File: config.mk
export PLATFORM = sky130hd
export DESIGN_NAME = sha1_hash_engine_core
export DESIGN_NICKNAME = d
export VERILOG_FILES = /design/src/sv/sha1c_pkg.sv /design/src/sv/sha1c_round_unit.sv /design/src/sv/sha1_hash_engine_core.sv
export SDC_FILE = /design/constraint.sdc
export NUM_CORES = 2
export LEC_CHECK = 0
export BUFFER_PORTS_ARGS = -buffer_cell sky130_fd_sc_hd__buf_4
export CAP_MARGIN = 10
export CORE_MARGIN = 8
export CORE_UTILIZATION = 45
export CTS_CLUSTER_DIAMETER = 100
export DETAILED_ROUTE_END_ITERATION = 12
export PLACE_DENSITY = 0.6
export SLEW_MARGIN = 5
export SYNTH_ARGS = -nofsm -noshare
export SYNTH_HDL_FRONTEND = slang
export SYNTH_HIERARCHICAL = 1
export SYNTH_SLANG_ARGS = --single-unit
File: constraint.sdc
create_clock -name clock -period 9.99 [get_ports clock]
set_input_delay 1.998 -clock clock [delete_from_list [all_inputs] [get_ports clock]]
set_output_delay 1.998 -clock clock [all_outputs]
set_load 0.02 [all_outputs]
File: src/sv/sha1c_pkg.sv
// sha1c_pkg: shared types and constants of the SHA-1 hash engine.
// Used by sha1c_round_unit and sha1_hash_engine_core; depends on nothing.

package sha1c_pkg;

   // Controller states
   typedef enum logic [2:0] {
      ST_IDLE,
      ST_MARK,
      ST_PAD,
      ST_LOAD,
      ST_ROUND,
      ST_FIN,
      ST_EMIT_RD,
      ST_EMIT_CAP
   } sha1c_state_type;

   // Controls from the sequencer to the round datapath
   typedef struct packed {
      logic       w_shift;   // shift a block word into the schedule
      logic       v_shift;   // shift a chaining word into a..e
      logic       round_en;  // run one compression round
      logic       v_rotate;  // move b..e down to a for the final add
      logic [6:0] rnd;       // round number 0..79
   } sha1c_ctl_type;

   localparam logic [31:0] K0 = 32'h5A827999;
   localparam logic [31:0] K1 = 32'h6ED9EBA1;
   localparam logic [31:0] K2 = 32'h8F1BBCDC;
   localparam logic [31:0] K3 = 32'hCA62C1D6;

   localparam logic [7:0]  PAD_MARK  = 8'h80;
   localparam int          NUM_CHAIN = 5;

   // Initial chaining values h0..h4
   function automatic logic [31:0] init_word(input logic [2:0] idx);
      logic [31:0] val;
      case (idx)
         3'd0:    val = 32'h67452301;
         3'd1:    val = 32'hEFCDAB89;
         3'd2:    val = 32'h98BADCFE;
         3'd3:    val = 32'h10325476;
         3'd4:    val = 32'hC3D2E1F0;
         default: val = 32'h0;
      endcase
      return val;
   endfunction

endpackage

File: src/sv/sha1c_round_unit.sv
// sha1c_round_unit: message schedule shift line and a..e working registers,
// one SHA-1 round per cycle while ctl.round_en is set. Depends on sha1c_pkg.

module sha1c_round_unit (
   input  logic                   clock,
   input  sha1c_pkg::sha1c_ctl_type ctl,
   input  logic [31:0]            blk_q,    // block word read from buffer
   input  logic [31:0]            chain_q,  // chaining word read from store
   output logic [31:0]            var_a     // working word a, for the final add
);

   logic [31:0] w_ff [0:15];
   logic [31:0] a_ff, b_ff, c_ff, d_ff, e_ff;

   logic [31:0] w_mix;
   logic [31:0] w_new;
   logic [31:0] f_val;
   logic [31:0] k_val;
   logic [31:0] t_val;

   // schedule expansion: W[t+16] from the taps W[t+13], W[t+8], W[t+2], W[t]
   assign w_mix = w_ff[13] ^ w_ff[8] ^ w_ff[2] ^ w_ff[0];
   assign w_new = {w_mix[30:0], w_mix[31]};

   // round function and constant by round group
   always_comb begin
      if (ctl.rnd < 7'd20) begin
         f_val = (b_ff & c_ff) | (~b_ff & d_ff);
         k_val = sha1c_pkg::K0;
      end else if (ctl.rnd < 7'd40) begin
         f_val = b_ff ^ c_ff ^ d_ff;
         k_val = sha1c_pkg::K1;
      end else if (ctl.rnd < 7'd60) begin
         f_val = (b_ff & c_ff) | (b_ff & d_ff) | (c_ff & d_ff);
         k_val = sha1c_pkg::K2;
      end else begin
         f_val = b_ff ^ c_ff ^ d_ff;
         k_val = sha1c_pkg::K3;
      end
   end

   assign t_val = {a_ff[26:0], a_ff[31:27]} + f_val + e_ff + k_val + w_ff[0];

   // schedule line
   always_ff @(posedge clock) begin
      if (ctl.w_shift) begin
         for (int i = 0; i < 15; i++) w_ff[i] <= w_ff[i + 1];
         w_ff[15] <= blk_q;
      end else if (ctl.round_en) begin
         for (int i = 0; i < 15; i++) w_ff[i] <= w_ff[i + 1];
         w_ff[15] <= w_new;
      end
   end

   // working registers
   always_ff @(posedge clock) begin
      if (ctl.v_shift) begin
         a_ff <= b_ff;
         b_ff <= c_ff;
         c_ff <= d_ff;
         d_ff <= e_ff;
         e_ff <= chain_q;
      end else if (ctl.round_en) begin
         a_ff <= t_val;
         b_ff <= a_ff;
         c_ff <= {b_ff[1:0], b_ff[31:2]};
         d_ff <= c_ff;
         e_ff <= d_ff;
      end else if (ctl.v_rotate) begin
         a_ff <= b_ff;
         b_ff <= c_ff;
         c_ff <= d_ff;
         d_ff <= e_ff;
         e_ff <= '0;
      end
   end

   assign var_a = a_ff;

endmodule

File: src/sv/sha1_hash_engine_core.sv
// sha1_hash_engine_core: SHA-1 digest of a byte stream, block buffer and
// chaining words held in synchronous memories. Depends on sha1c_pkg, sha1c_round_unit.
//
//   channel | direction | tdata            | tuser          | tlast
//   req_    | in        | [7:0] msg_byte   | byte_valid     | end_of_message
//   rsp_    | out       | [31:0] digest    | [2:0] word_idx | last_word
//
// Bytes are taken while the core is idle; the 64th byte of a block starts a
// compression (block buffer reads, 80 rounds, then a read-modify-write of each
// chaining word) during which no byte is taken. An end item adds padding writes
// and one or two compressions, then the digest words are read out while rsp_ is ready.
// Reset is synchronous; the chaining store reads as the initial values until
// written, so no clearing pass is needed. rsp_ backpressure holds the digest
// sequence; the last word waits in the output register while new bytes go in.

module sha1_hash_engine_core (
   input  logic        clock,
   input  logic        reset,
   // request stream
   input  logic        req_tvalid,
   output logic        req_tready,
   input  logic [7:0]  req_tdata,   // [7:0] msg_byte
   input  logic        req_tuser,   // [0] byte_valid
   input  logic        req_tlast,   // end_of_message
   // response stream
   output logic        rsp_tvalid,
   input  logic        rsp_tready,
   output logic [31:0] rsp_tdata,   // [31:0] digest_word
   output logic [2:0]  rsp_tuser,   // [2:0] word_index
   output logic        rsp_tlast    // last_word
);

   sha1c_pkg::sha1c_state_type state_ff, state_in;

   logic [5:0]  cnt_ff, cnt_in;
   logic [31:0] acc_ff, acc_in;
   logic [63:0] bitlen_ff, bitlen_in;
   logic        end_ff, end_in;
   logic        marked_ff, marked_in;
   logic        extra_ff, extra_in;
   logic [3:0]  wptr_ff, wptr_in;
   logic [4:0]  ld_cnt_ff, ld_cnt_in;
   logic [6:0]  rnd_ff, rnd_in;
   logic [2:0]  fin_cnt_ff, fin_cnt_in;
   logic [2:0]  emit_idx_ff, emit_idx_in;
   logic [4:0]  chain_vld_ff, chain_vld_in;

   logic        rsp_valid_ff, rsp_valid_in;
   logic [31:0] rsp_data_ff, rsp_data_in;
   logic [2:0]  rsp_idx_ff, rsp_idx_in;
   logic        rsp_last_ff, rsp_last_in;

   // block buffer memory
   logic [31:0] blk_mem [0:15];
   logic        blk_we;
   logic [3:0]  blk_wa;
   logic [31:0] blk_wd;
   logic [3:0]  blk_ra;
   logic [31:0] blk_q_ff;

   // chaining word memory
   logic [31:0] ch_mem [0:4];
   logic        ch_we;
   logic [2:0]  ch_wa;
   logic [31:0] ch_wd;
   logic [2:0]  ch_ra;
   logic [31:0] ch_mem_q_ff;
   logic [2:0]  ch_ra_ff;
   logic        ch_rvld_ff;
   logic [31:0] ch_q;

   sha1c_pkg::sha1c_ctl_type ctl;
   logic [31:0] var_a;
   logic [31:0] byte_word;
   logic [31:0] mark_word;
   logic [31:0] pad_word;

   sha1c_round_unit u_round (
      .clock   (clock),
      .ctl     (ctl),
      .blk_q   (blk_q_ff),
      .chain_q (ch_q),
      .var_a   (var_a)
   );

   // memories: one write and one registered read each
   always_ff @(posedge clock) begin
      if (blk_we) blk_mem[blk_wa] <= blk_wd;
      blk_q_ff <= blk_mem[blk_ra];
   end

   always_ff @(posedge clock) begin
      if (ch_we) ch_mem[ch_wa] <= ch_wd;
      ch_mem_q_ff <= ch_mem[ch_ra];
      ch_ra_ff    <= ch_ra;
      ch_rvld_ff  <= chain_vld_ff[ch_ra];
   end

   // unwritten chaining entries read as the initial values
   assign ch_q = ch_rvld_ff ? ch_mem_q_ff : sha1c_pkg::init_word(ch_ra_ff);

   // byte merged into the word being gathered, big-endian
   always_comb begin
      case (cnt_ff[1:0])
         2'd0:    byte_word = {req_tdata, 24'h0};
         2'd1:    byte_word = acc_ff | {8'h0, req_tdata, 16'h0};
         2'd2:    byte_word = acc_ff | {16'h0, req_tdata, 8'h0};
         2'd3:    byte_word = acc_ff | {24'h0, req_tdata};
         default: byte_word = acc_ff;
      endcase
   end

   // padding marker merged after the last byte
   always_comb begin
      case (cnt_ff[1:0])
         2'd0:    mark_word = {sha1c_pkg::PAD_MARK, 24'h0};
         2'd1:    mark_word = acc_ff | {8'h0, sha1c_pkg::PAD_MARK, 16'h0};
         2'd2:    mark_word = acc_ff | {16'h0, sha1c_pkg::PAD_MARK, 8'h0};
         2'd3:    mark_word = acc_ff | {24'h0, sha1c_pkg::PAD_MARK};
         default: mark_word = acc_ff;
      endcase
   end

   // zero fill, with the bit length in the last two words of the final block
   always_comb begin
      if (!extra_ff && wptr_ff == 4'd14)      pad_word = bitlen_ff[63:32];
      else if (!extra_ff && wptr_ff == 4'd15) pad_word = bitlen_ff[31:0];
      else                                    pad_word = 32'h0;
   end

   // sequencer: next state and controls
   always_comb begin
      state_in     = state_ff;
      cnt_in       = cnt_ff;
      acc_in       = acc_ff;
      bitlen_in    = bitlen_ff;
      end_in       = end_ff;
      marked_in    = marked_ff;
      extra_in     = extra_ff;
      wptr_in      = wptr_ff;
      ld_cnt_in    = ld_cnt_ff;
      rnd_in       = rnd_ff;
      fin_cnt_in   = fin_cnt_ff;
      emit_idx_in  = emit_idx_ff;
      chain_vld_in = chain_vld_ff;
      rsp_valid_in = rsp_valid_ff & ~rsp_tready;
      rsp_data_in  = rsp_data_ff;
      rsp_idx_in   = rsp_idx_ff;
      rsp_last_in  = rsp_last_ff;
      req_tready   = 1'b0;
      blk_we       = 1'b0;
      blk_wa       = cnt_ff[5:2];
      blk_wd       = byte_word;
      blk_ra       = ld_cnt_ff[3:0];
      ch_we        = 1'b0;
      ch_wa        = fin_cnt_ff - 3'd1;
      ch_wd        = ch_q + var_a;
      ch_ra        = 3'd0;
      ctl          = '0;
      ctl.rnd      = rnd_ff;

      case (state_ff)
         sha1c_pkg::ST_IDLE: begin
            req_tready = 1'b1;
            if (req_tvalid) begin
               if (req_tuser) begin
                  acc_in    = byte_word;
                  cnt_in    = cnt_ff + 6'd1;
                  bitlen_in = bitlen_ff + 64'd8;
                  blk_we    = (cnt_ff[1:0] == 2'd3);
               end
               end_in = req_tlast;
               if (req_tuser && cnt_ff == 6'd63) begin
                  ld_cnt_in = '0;
                  state_in  = sha1c_pkg::ST_LOAD;
               end else if (req_tlast) begin
                  state_in = sha1c_pkg::ST_MARK;
               end
            end
         end

         sha1c_pkg::ST_MARK: begin
            blk_we    = 1'b1;
            blk_wd    = mark_word;
            marked_in = 1'b1;
            extra_in  = (cnt_ff[5:2] >= 4'd14);
            if (cnt_ff[5:2] == 4'd15) begin
               ld_cnt_in = '0;
               state_in  = sha1c_pkg::ST_LOAD;
            end else begin
               wptr_in  = cnt_ff[5:2] + 4'd1;
               state_in = sha1c_pkg::ST_PAD;
            end
         end

         sha1c_pkg::ST_PAD: begin
            blk_we = 1'b1;
            blk_wa = wptr_ff;
            blk_wd = pad_word;
            if (wptr_ff == 4'd15) begin
               ld_cnt_in = '0;
               state_in  = sha1c_pkg::ST_LOAD;
            end else begin
               wptr_in = wptr_ff + 4'd1;
            end
         end

         sha1c_pkg::ST_LOAD: begin
            ch_ra       = (ld_cnt_ff < 5'd5) ? ld_cnt_ff[2:0] : 3'd0;
            ctl.w_shift = (ld_cnt_ff != 5'd0);
            ctl.v_shift = (ld_cnt_ff != 5'd0) && (ld_cnt_ff <= 5'd5);
            if (ld_cnt_ff == 5'd16) begin
               rnd_in   = '0;
               state_in = sha1c_pkg::ST_ROUND;
            end else begin
               ld_cnt_in = ld_cnt_ff + 5'd1;
            end
         end

         sha1c_pkg::ST_ROUND: begin
            ctl.round_en = 1'b1;
            if (rnd_ff == 7'd79) begin
               fin_cnt_in = '0;
               state_in   = sha1c_pkg::ST_FIN;
            end else begin
               rnd_in = rnd_ff + 7'd1;
            end
         end

         sha1c_pkg::ST_FIN: begin
            // read word j while word j-1 gets its sum written back
            ch_ra = (fin_cnt_ff < 3'd5) ? fin_cnt_ff : 3'd0;
            if (fin_cnt_ff != 3'd0) begin
               ch_we        = 1'b1;
               ctl.v_rotate = 1'b1;
               chain_vld_in = chain_vld_ff | (5'd1 << ch_wa);
            end
            if (fin_cnt_ff == 3'd5) begin
               if (!end_ff) begin
                  state_in = sha1c_pkg::ST_IDLE;
               end else if (!marked_ff) begin
                  state_in = sha1c_pkg::ST_MARK;
               end else if (extra_ff) begin
                  extra_in = 1'b0;
                  wptr_in  = '0;
                  state_in = sha1c_pkg::ST_PAD;
               end else begin
                  emit_idx_in = '0;
                  state_in    = sha1c_pkg::ST_EMIT_RD;
               end
            end else begin
               fin_cnt_in = fin_cnt_ff + 3'd1;
            end
         end

         sha1c_pkg::ST_EMIT_RD: begin
            ch_ra    = emit_idx_ff;
            state_in = sha1c_pkg::ST_EMIT_CAP;
         end

         sha1c_pkg::ST_EMIT_CAP: begin
            ch_ra = emit_idx_ff;
            if (!rsp_valid_ff || rsp_tready) begin
               rsp_valid_in = 1'b1;
               rsp_data_in  = ch_q;
               rsp_idx_in   = emit_idx_ff;
               rsp_last_in  = (emit_idx_ff == 3'(sha1c_pkg::NUM_CHAIN - 1));
               if (emit_idx_ff == 3'(sha1c_pkg::NUM_CHAIN - 1)) begin
                  // start over for the next message
                  cnt_in       = '0;
                  bitlen_in    = '0;
                  end_in       = 1'b0;
                  marked_in    = 1'b0;
                  extra_in     = 1'b0;
                  chain_vld_in = '0;
                  state_in     = sha1c_pkg::ST_IDLE;
               end else begin
                  emit_idx_in = emit_idx_ff + 3'd1;
                  state_in    = sha1c_pkg::ST_EMIT_RD;
               end
            end
         end

         default: begin
            state_in = sha1c_pkg::ST_IDLE;
         end
      endcase
   end

   // control registers
   always_ff @(posedge clock) begin
      if (reset) begin
         state_ff     <= sha1c_pkg::ST_IDLE;
         cnt_ff       <= '0;
         bitlen_ff    <= '0;
         end_ff       <= 1'b0;
         marked_ff    <= 1'b0;
         extra_ff     <= 1'b0;
         wptr_ff      <= '0;
         ld_cnt_ff    <= '0;
         rnd_ff       <= '0;
         fin_cnt_ff   <= '0;
         emit_idx_ff  <= '0;
         chain_vld_ff <= '0;
         rsp_valid_ff <= 1'b0;
      end else begin
         state_ff     <= state_in;
         cnt_ff       <= cnt_in;
         bitlen_ff    <= bitlen_in;
         end_ff       <= end_in;
         marked_ff    <= marked_in;
         extra_ff     <= extra_in;
         wptr_ff      <= wptr_in;
         ld_cnt_ff    <= ld_cnt_in;
         rnd_ff       <= rnd_in;
         fin_cnt_ff   <= fin_cnt_in;
         emit_idx_ff  <= emit_idx_in;
         chain_vld_ff <= chain_vld_in;
         rsp_valid_ff <= rsp_valid_in;
      end
   end

   // payload registers
   always_ff @(posedge clock) begin
      acc_ff      <= acc_in;
      rsp_data_ff <= rsp_data_in;
      rsp_idx_ff  <= rsp_idx_in;
      rsp_last_ff <= rsp_last_in;
   end

   assign rsp_tvalid = rsp_valid_ff;
   assign rsp_tdata  = rsp_data_ff;
   assign rsp_tuser  = rsp_idx_ff;
   assign rsp_tlast  = rsp_last_ff;

   // checks
   a_round_to_fin: assert property (@(posedge clock) disable iff (reset)
      (state_ff == sha1c_pkg::ST_ROUND && rnd_ff == 7'd79)
         |=> (state_ff == sha1c_pkg::ST_FIN))
      else $error("compression did not leave the last round for the final add");

   a_chain_wr_in_fin: assert property (@(posedge clock) disable iff (reset)
      ch_we |-> (state_ff == sha1c_pkg::ST_FIN && fin_cnt_ff != 3'd0))
      else $error("chaining store written outside the final add");

   a_blk_wr_not_busy: assert property (@(posedge clock) disable iff (reset)
      blk_we |-> !(state_ff == sha1c_pkg::ST_LOAD || state_ff == sha1c_pkg::ST_ROUND))
      else $error("block buffer written during compression");

   a_emit_after_pad: assert property (@(posedge clock) disable iff (reset)
      (state_ff == sha1c_pkg::ST_EMIT_RD) |-> (marked_ff && !extra_ff && end_ff))
      else $error("digest read before padding finished");

   a_last_word_index: assert property (@(posedge clock) disable iff (reset)
      (rsp_valid_in && !(rsp_valid_ff && !rsp_tready) && rsp_last_in)
         |=> (rsp_idx_ff == 3'(sha1c_pkg::NUM_CHAIN - 1) && chain_vld_ff == 5'd0))
      else $error("last digest word loaded without restarting the chain");

endmodule

Word-level counts from Yosys, hierarchy flattened
Memories as Yosys holds them, arrays and structs flattened. A register that Yosys moved wholly into a read port is not among the register bits.
Cells that the tools add are included.
- register bits after elaboration: 336
- RAM bits: 1184
- output and inout port bits: 38
- memories kept: 3
- add/sub/neg operators: 14
- magnitude comparators: 8
- equal/unequal tests: 44
- shifts and indexed selects: 1
- multiplexer cells: 132
- bitwise operators: 35
- reduce and logical (&&, ||, !) cells: 36
- memories (name ; words ; width ; read ports ; clocked after Yosys merged registers in ; wr ports ; RTL line ; text):
    blk_mem ; 16 ; 32 ; 1 ; 1 ; 1 ; sha1_hash_engine_core.sv:54 ; logic [31:0] blk_mem [0:15];
    u_round.w_ff ; 16 ; 32 ; 16 ; 0 ; 16 ; sha1c_round_unit.sv:12 ; logic [31:0] w_ff [0:15];
    ch_mem ; 5 ; 32 ; 1 ; 1 ; 1 ; sha1_hash_engine_core.sv:62 ; logic [31:0] ch_mem [0:4];
- operators with widths (operator ; number):
    2-to-1 mux 32 bit ; 39
    2-to-1 mux 64 bit ; 4
    one-hot mux 32 bit (4 select lines) ; 2
    adder 32 bit ; 5
    one-hot mux 32 bit (5 select lines) ; 1
    bitwise XOR 32 bit ; 5
    AND 32 bit ; 4
    one-hot mux 64 bit (2 select lines) ; 1
    OR 32 bit ; 3
    2-to-1 mux 3 bit ; 22
    adder 64 x 4 -> 64 bit (second input constant) ; 1
    one-hot mux 32 bit (2 select lines) ; 1
    != test 2 bit (second input constant) ; 21
    2-to-1 mux 5 bit ; 8
    NOT 32 bit ; 1
    OR 32 x 16 -> 32 bit ; 1
    OR 32 x 24 -> 32 bit ; 1
    OR 32 x 8 -> 32 bit ; 1
    2-to-1 mux 31 bit ; 1
    2-to-1 mux 4 bit ; 7
    2-to-1 mux 1 bit ; 25
    2-to-1 mux 6 bit ; 4
    one-hot mux 3 bit (8 select lines) ; 1
    == test 3 bit (second input constant) ; 7
    55 further kinds ; 104

Depth between registers and ports, before layout
- depth after elaboration: 12
- mapped depth: 19
- depth with buffers taken out: 19

Hierarchy
The synthesis kept the hierarchy.
- by module, submodules not included (module ; times used ; cells each ; area each (um^2) ; seq. area each (um^2)):
    sha1_hash_engine_core ; 1 ; 2389 ; 37688.6 ; 25604.6
    sha1c_round_unit ; 1 ; 1969 ; 28950.3 ; 20179.4

Least setup slack after synthesis
No wires, ideal clock.
- kind: flip-flop to flip-flop
- start point: register ld_cnt_ff[1]
- end point: memory u_round.w_ff[0][0], enable pin
- arrival: 8.141 ns
- required time: 9.323 ns
- path slack: 1.182 ns
- stages on the path, launching flop included: 10
- cell sequence: dfxtp_1 clkbuf_1 clkbuf_1 clkbuf_1 inv_1 ha_1 nor2b_1 a21oi_1 clkbuf_1 or2_2
- RTL lines (element ; RTL line ; text):
    start, declared ; sha1_hash_engine_core.sv:42 ; logic [4:0] ld_cnt_ff, ld_cnt_in;
    start signal, assigned ; sha1_hash_engine_core.sv:314 ; ld_cnt_ff <= ld_cnt_in;
    end, declared ; sha1c_round_unit.sv:12 ;

Worst setup path in the final report
- start point: register rnd_ff[4]
- end point: register u_round.a_ff[31] (netlist: u_round/var_a[31]), data pin
- cells in the longest elaborated chain, start to end: 10
- ends and longest elaborated chain (element ; RTL line ; text):
    start, declared ; sha1_hash_engine_core.sv:43 ; logic [6:0] rnd_ff, rnd_in;
    start signal, assigned ; sha1_hash_engine_core.sv:315 ; rnd_ff <= rnd_in;
    < comparator 7 x 6 -> 1 bit ; sha1c_round_unit.sv:33 ; end else if (ctl.rnd < 7'd60) begin
    2-to-1 mux 32 bit ; sha1c_round_unit.sv:33 ;
    2-to-1 mux 32 bit ; sha1c_round_unit.sv:30 ; end else if (ctl.rnd < 7'd40) begin
    2-to-1 mux 32 bit ; sha1c_round_unit.sv:27 ; if (ctl.rnd < 7'd20) begin
    adder 32 bit (2 in a row) ; sha1c_round_unit.sv:42 ; assign t_val = {a_ff[26:0], a_ff[31:27]} + f_val + e_ff + k_val + w_ff[0];
    adder 32 bit * (2 in a row) ; sha1c_round_unit.sv:42 ;
    2-to-1 mux 32 bit * ; sha1c_round_unit.sv:63 ; end else if (ctl.round_en) begin
    2-to-1 mux 32 bit * ; sha1c_round_unit.sv:57 ; if (ctl.v_shift) begin
    end signal, assigned ; sha1c_round_unit.sv:64 ; a_ff <= t_val;
    end, declared ; sha1c_round_unit.sv:13 ; logic [31:0] a_ff, b_ff, c_ff, d_ff, e_ff;
Mark *: on every way between the ends. The rest lies on a longest branch, timed or not.
A chain may end at the register's enable or synchronous reset.

==> metrics.log <==
INFO  metric rows = 141
INFO  metric cp.buffers_inverters = 4
INFO  metric synth.cells.most_frequent = 1412 x sky130_fd_sc_hd__edfxtp_1, 504 x sky130_fd_sc_hd__nand2_1, 237 x sky130_fd_sc_hd__inv_1
INFO  metric critPathMaxFanout = 19
INFO  metric cts_tree = yes
INFO  metric whs = 403 ps
INFO  metric final.min_clock_period = 6230 ps
INFO  metric cell_family_contributing_the_most_delay_on_the_critical_path = compound AO/OA/AOI/OAI gates
INFO  metric netlist-cell-type-count = 87
INFO  metric clock_sink_count = 1581
INFO  metric critical_r2r_launch = rnd_ff[4]
INFO  metric synth-seq-area-share = 0.687
INFO  metric setup_viol = 0
INFO  metric synthDominantCellAreaShare = 0.636
INFO  metric grt_antenna_before_repair = 2
INFO  metric cts-buffers-inserted = 165
INFO  metric placed_cells = 6215
INFO  metric synth.largest_area_cell = sky130_fd_sc_hd__edfxtp_1
INFO  metric worstSetupEndpointType = flip-flop
INFO  metric grt_start_max_net_pins = 218
INFO  metric holdPathEnd = u_round/w_ff[1][63]
INFO  metric syn-num-nets = 4584
INFO  metric io_pins = 52
INFO  metric finalHoldViolations = 0
INFO  metric final_min_period_over_clock_period = 0.624
INFO  metric timing.max_cap.violations = 0
INFO  metric ys.flop_type = sky130_fd_sc_hd__edfxtp_1
INFO  metric crit_path_top_delay_cell = sky130_fd_sc_hd__clkinv_1
INFO  metric synth-async-reset-ratio = 0
INFO  metric finalNetCount = 4679
INFO  metric die_width = 401 um
INFO  metric clock_tree.buffer_depth = 3
INFO  metric route.detailed.vias_per_inst = 5.53
INFO  metric final-max-slew-violation-count = 0
INFO  metric wl_per_cell = 22.7 um
INFO  metric global_route_wire_length_before_repair = 225000 um
INFO  metric maxSlewHeadroom = 0.212
INFO  metric clkSlewWorstSetupHoldPaths = 60 ps
INFO  metric first_global_vias = 36100
INFO  metric synth.top_cells.by_area = sky130_fd_sc_hd__edfxtp_1 64%, sky130_fd_sc_hd__mux4_2 5.4%, sky130_fd_sc_hd__dfxtp_1 5.1%
INFO  metric leakage = 25.4 nW
INFO  metric drive_gt1_frac = 0.137
INFO  metric worst_hold_startpoint = u_round/w_ff[1][95]
INFO  metric initial_core_util = 0.452
INFO  metric postRouteAntennaNets = 0
INFO  metric initial_drc_count = 2960
INFO  metric synth_area = 0.0666 mm^2
INFO  metric rsz0062_at_grt = false
INFO  metric setup.reg_to_reg.worst_slack = 3760 ps
INFO  metric crit_type = reg -> reg
INFO  metric synth_edf_count = 1412
INFO  metric post-cts-setup-buffers = 0
INFO  metric timing.critical_path.slowest_cell_delay = 770 ps
INFO  metric final_cell_count_no_fill = 6525
INFO  metric core_area = 0.147 mm^2
INFO  metric post_cts.resized_instances = 0
INFO  metric die_area = 0.161 mm^2
INFO  metric finish.instance_area = 0.0749 mm^2
INFO  metric max_freq = 161 MHz
INFO  metric critPathLaunchType = flip-flop
INFO  metric grt_util_all_layers = 0.182
INFO  metric worst_skew_late_latency = 780 ps
INFO  metric timing_worst_slew_pin_value = 1180 ps
INFO  metric gp_routability_congestion = 0.862
INFO  metric ff2ff_path_depth = 18
INFO  metric synth.yosys.warnings = 6
INFO  metric hold_depth = 0
INFO  metric fin_skew = 39.0 ps
INFO  metric worstPathCellList = and3_1 > or3_1 > buf_4 > clkinv_1 > a222oi_1 > fa_1 > fa_1 > inv_1 > ha_1 > inv_1 > fa_1 > nor2b_1 > o211ai_1 > a211o_1 > a211o_1 > and2_1 > o2111a_1 > a221o_1
INFO  metric areaGrowthSynthToFinish = 12.4%
INFO  metric synthCells = 4358
INFO  metric route.final.wire_length = 148000 um
INFO  metric buffer_ports.inserted = 51
INFO  metric cts.root.buffer_cell = sky130_fd_sc_hd__clkbuf_16
INFO  metric min-delay-path-class = reg -> reg
INFO  metric powerDensity = 204 mW/mm^2
INFO  metric hpwl = 92600 um
INFO  metric reg2reg_to = u_round/var_a[31]
INFO  metric detailroute.via_count = 36100
INFO  metric synth.most_common_cell = sky130_fd_sc_hd__edfxtp_1
INFO  metric irDropWorstVdd = 0.150 mV
INFO  metric holdBufCountCts = 0
INFO  metric cts_htree_levels = 4
INFO  metric crit_top_cell = sky130_fd_sc_hd__fa_1
INFO  metric drcViolationCount = 0
INFO  metric grt.overflow.total = 0
INFO  metric die-height = 401 um
INFO  metric tns = 0 ps
INFO  metric placed_area = 0.0694 mm^2
INFO  metric cp.arrival = 6740 ps
INFO  metric synthesized_area_per_cell = 15.3 um^2
INFO  metric detail_route.first_pass.iterations = 6
INFO  metric postSynthRegisterBits = 1581
INFO  metric critical_path_required = 10500 ps
INFO  metric outcome = complete, no violations
how the worst max path moves through the flow:
stage                             from            endpoint  cells after the start
after floorplan           ld_cnt_ff[1]  u_round/w_ff[0][0]                      9
after global placement       rnd_ff[4]   u_round/var_a[31]                     18
after detailed placement     rnd_ff[4]   u_round/var_a[31]                     18
after CTS                    rnd_ff[4]   u_round/var_a[31]                     18
after global routing         rnd_ff[4]   u_round/var_a[31]                     18
final                        rnd_ff[4]   u_round/var_a[31]                     18
cell families after synthesis:
kind of cell	count (synthesis)	share of synthesized area
muxes	351	0.0835
AOI/OAI and AO/OA	616	0.0583
and+or+nand+nor	984	0.0678
buffers and inverters	429	0.0256
xor gates and xnor gates	185	0.0243
DFF	1581	0.687
adders and majority gates	212	0.0534
worst register-to-register path: cells and delay by family (launching register included):
kind,cells,cell delay [ps]
simple gates,4,720
fa+ha+maj,4,1560
flops,1,530
buf+inv,4,1210
compound gates,6,1940
where the power goes:
group          internal [W]  switching, W  leakage (nW)  total (W)
registers           0.00759      0.000151          14.3    0.00774
clock network       0.00357       0.00259          2.65    0.00615
logic              0.000486      0.000874          8.45    0.00136
sequential cells by signal, indices dropped and copies added, names as in the netlist, 61 cells and up:
| register | cells |
|---|---|
| bitlen_ff | 61 |
| blk_mem | 512 |
| ch_mem | 160 |
| u_round/w_ff | 512 |
area by class of cell:
type / count / area (um^2)
clock inverter: 75 / 968
tap: 1930 / 2410
timing repair buffer: 118 / 923
fill: 12200 / 72400
clock buffer: 232 / 4530
antenna: 2 / 5.00
inverter: 239 / 900
sequential: 1581 / 45800
multi-input combinational: 2348 / 19400
per-layer routing:
| layer | part of all wire | vias up | GRT usage | wire length, um |
|---|---|---|---|---|
| met3 | 0.049 | 248 | 0.0305 | 7270 |
| met5 | 0 | - | 0 | 0 |
| met2 | 0.48 | 909 | 0.293 | 70400 |
| li1 | - | 16500 | - | - |
| met1 | 0.44 | 18400 | 0.251 | 65700 |
| met4 | 0.032 | 0 | 0.0635 | 4750 |
through the flow:
stage	util	setup slack (ps)	power [W]
2_1_floorplan	-	1180	0.00879
3_3_place_gp	0.471	3920	0.00922
3_5_place_dp	0.471	3860	0.00925
4_1_cts	0.509	3820	0.0154
5_1_grt	0.509	3370	0.0158
6_report	0.509	3760	0.0153
cells in the final DEF, fill, tap and decap left out, types with 43 or more instances in the layout:
master and n:
sky130_fd_sc_hd__a22oi_1 43, sky130_fd_sc_hd__ha_1 91, sky130_fd_sc_hd__xnor2_1 135, sky130_fd_sc_hd__buf_4 115
sky130_fd_sc_hd__inv_1 237, sky130_fd_sc_hd__nand4_1 44, sky130_fd_sc_hd__nand3_1 76, sky130_fd_sc_hd__clkbuf_1 52
sky130_fd_sc_hd__a21oi_1 164, sky130_fd_sc_hd__clkbuf_16 166, sky130_fd_sc_hd__nand2_1 504, sky130_fd_sc_hd__fa_1 121
sky130_fd_sc_hd__xor2_1 50, sky130_fd_sc_hd__dfxtp_1 165, sky130_fd_sc_hd__mux2i_1 152, sky130_fd_sc_hd__mux4_2 160
sky130_fd_sc_hd__o21ai_0 208, sky130_fd_sc_hd__edfxtp_1 1412, sky130_fd_sc_hd__nor2_1 140
Note: power is estimated with default switching activity, not from simulation.
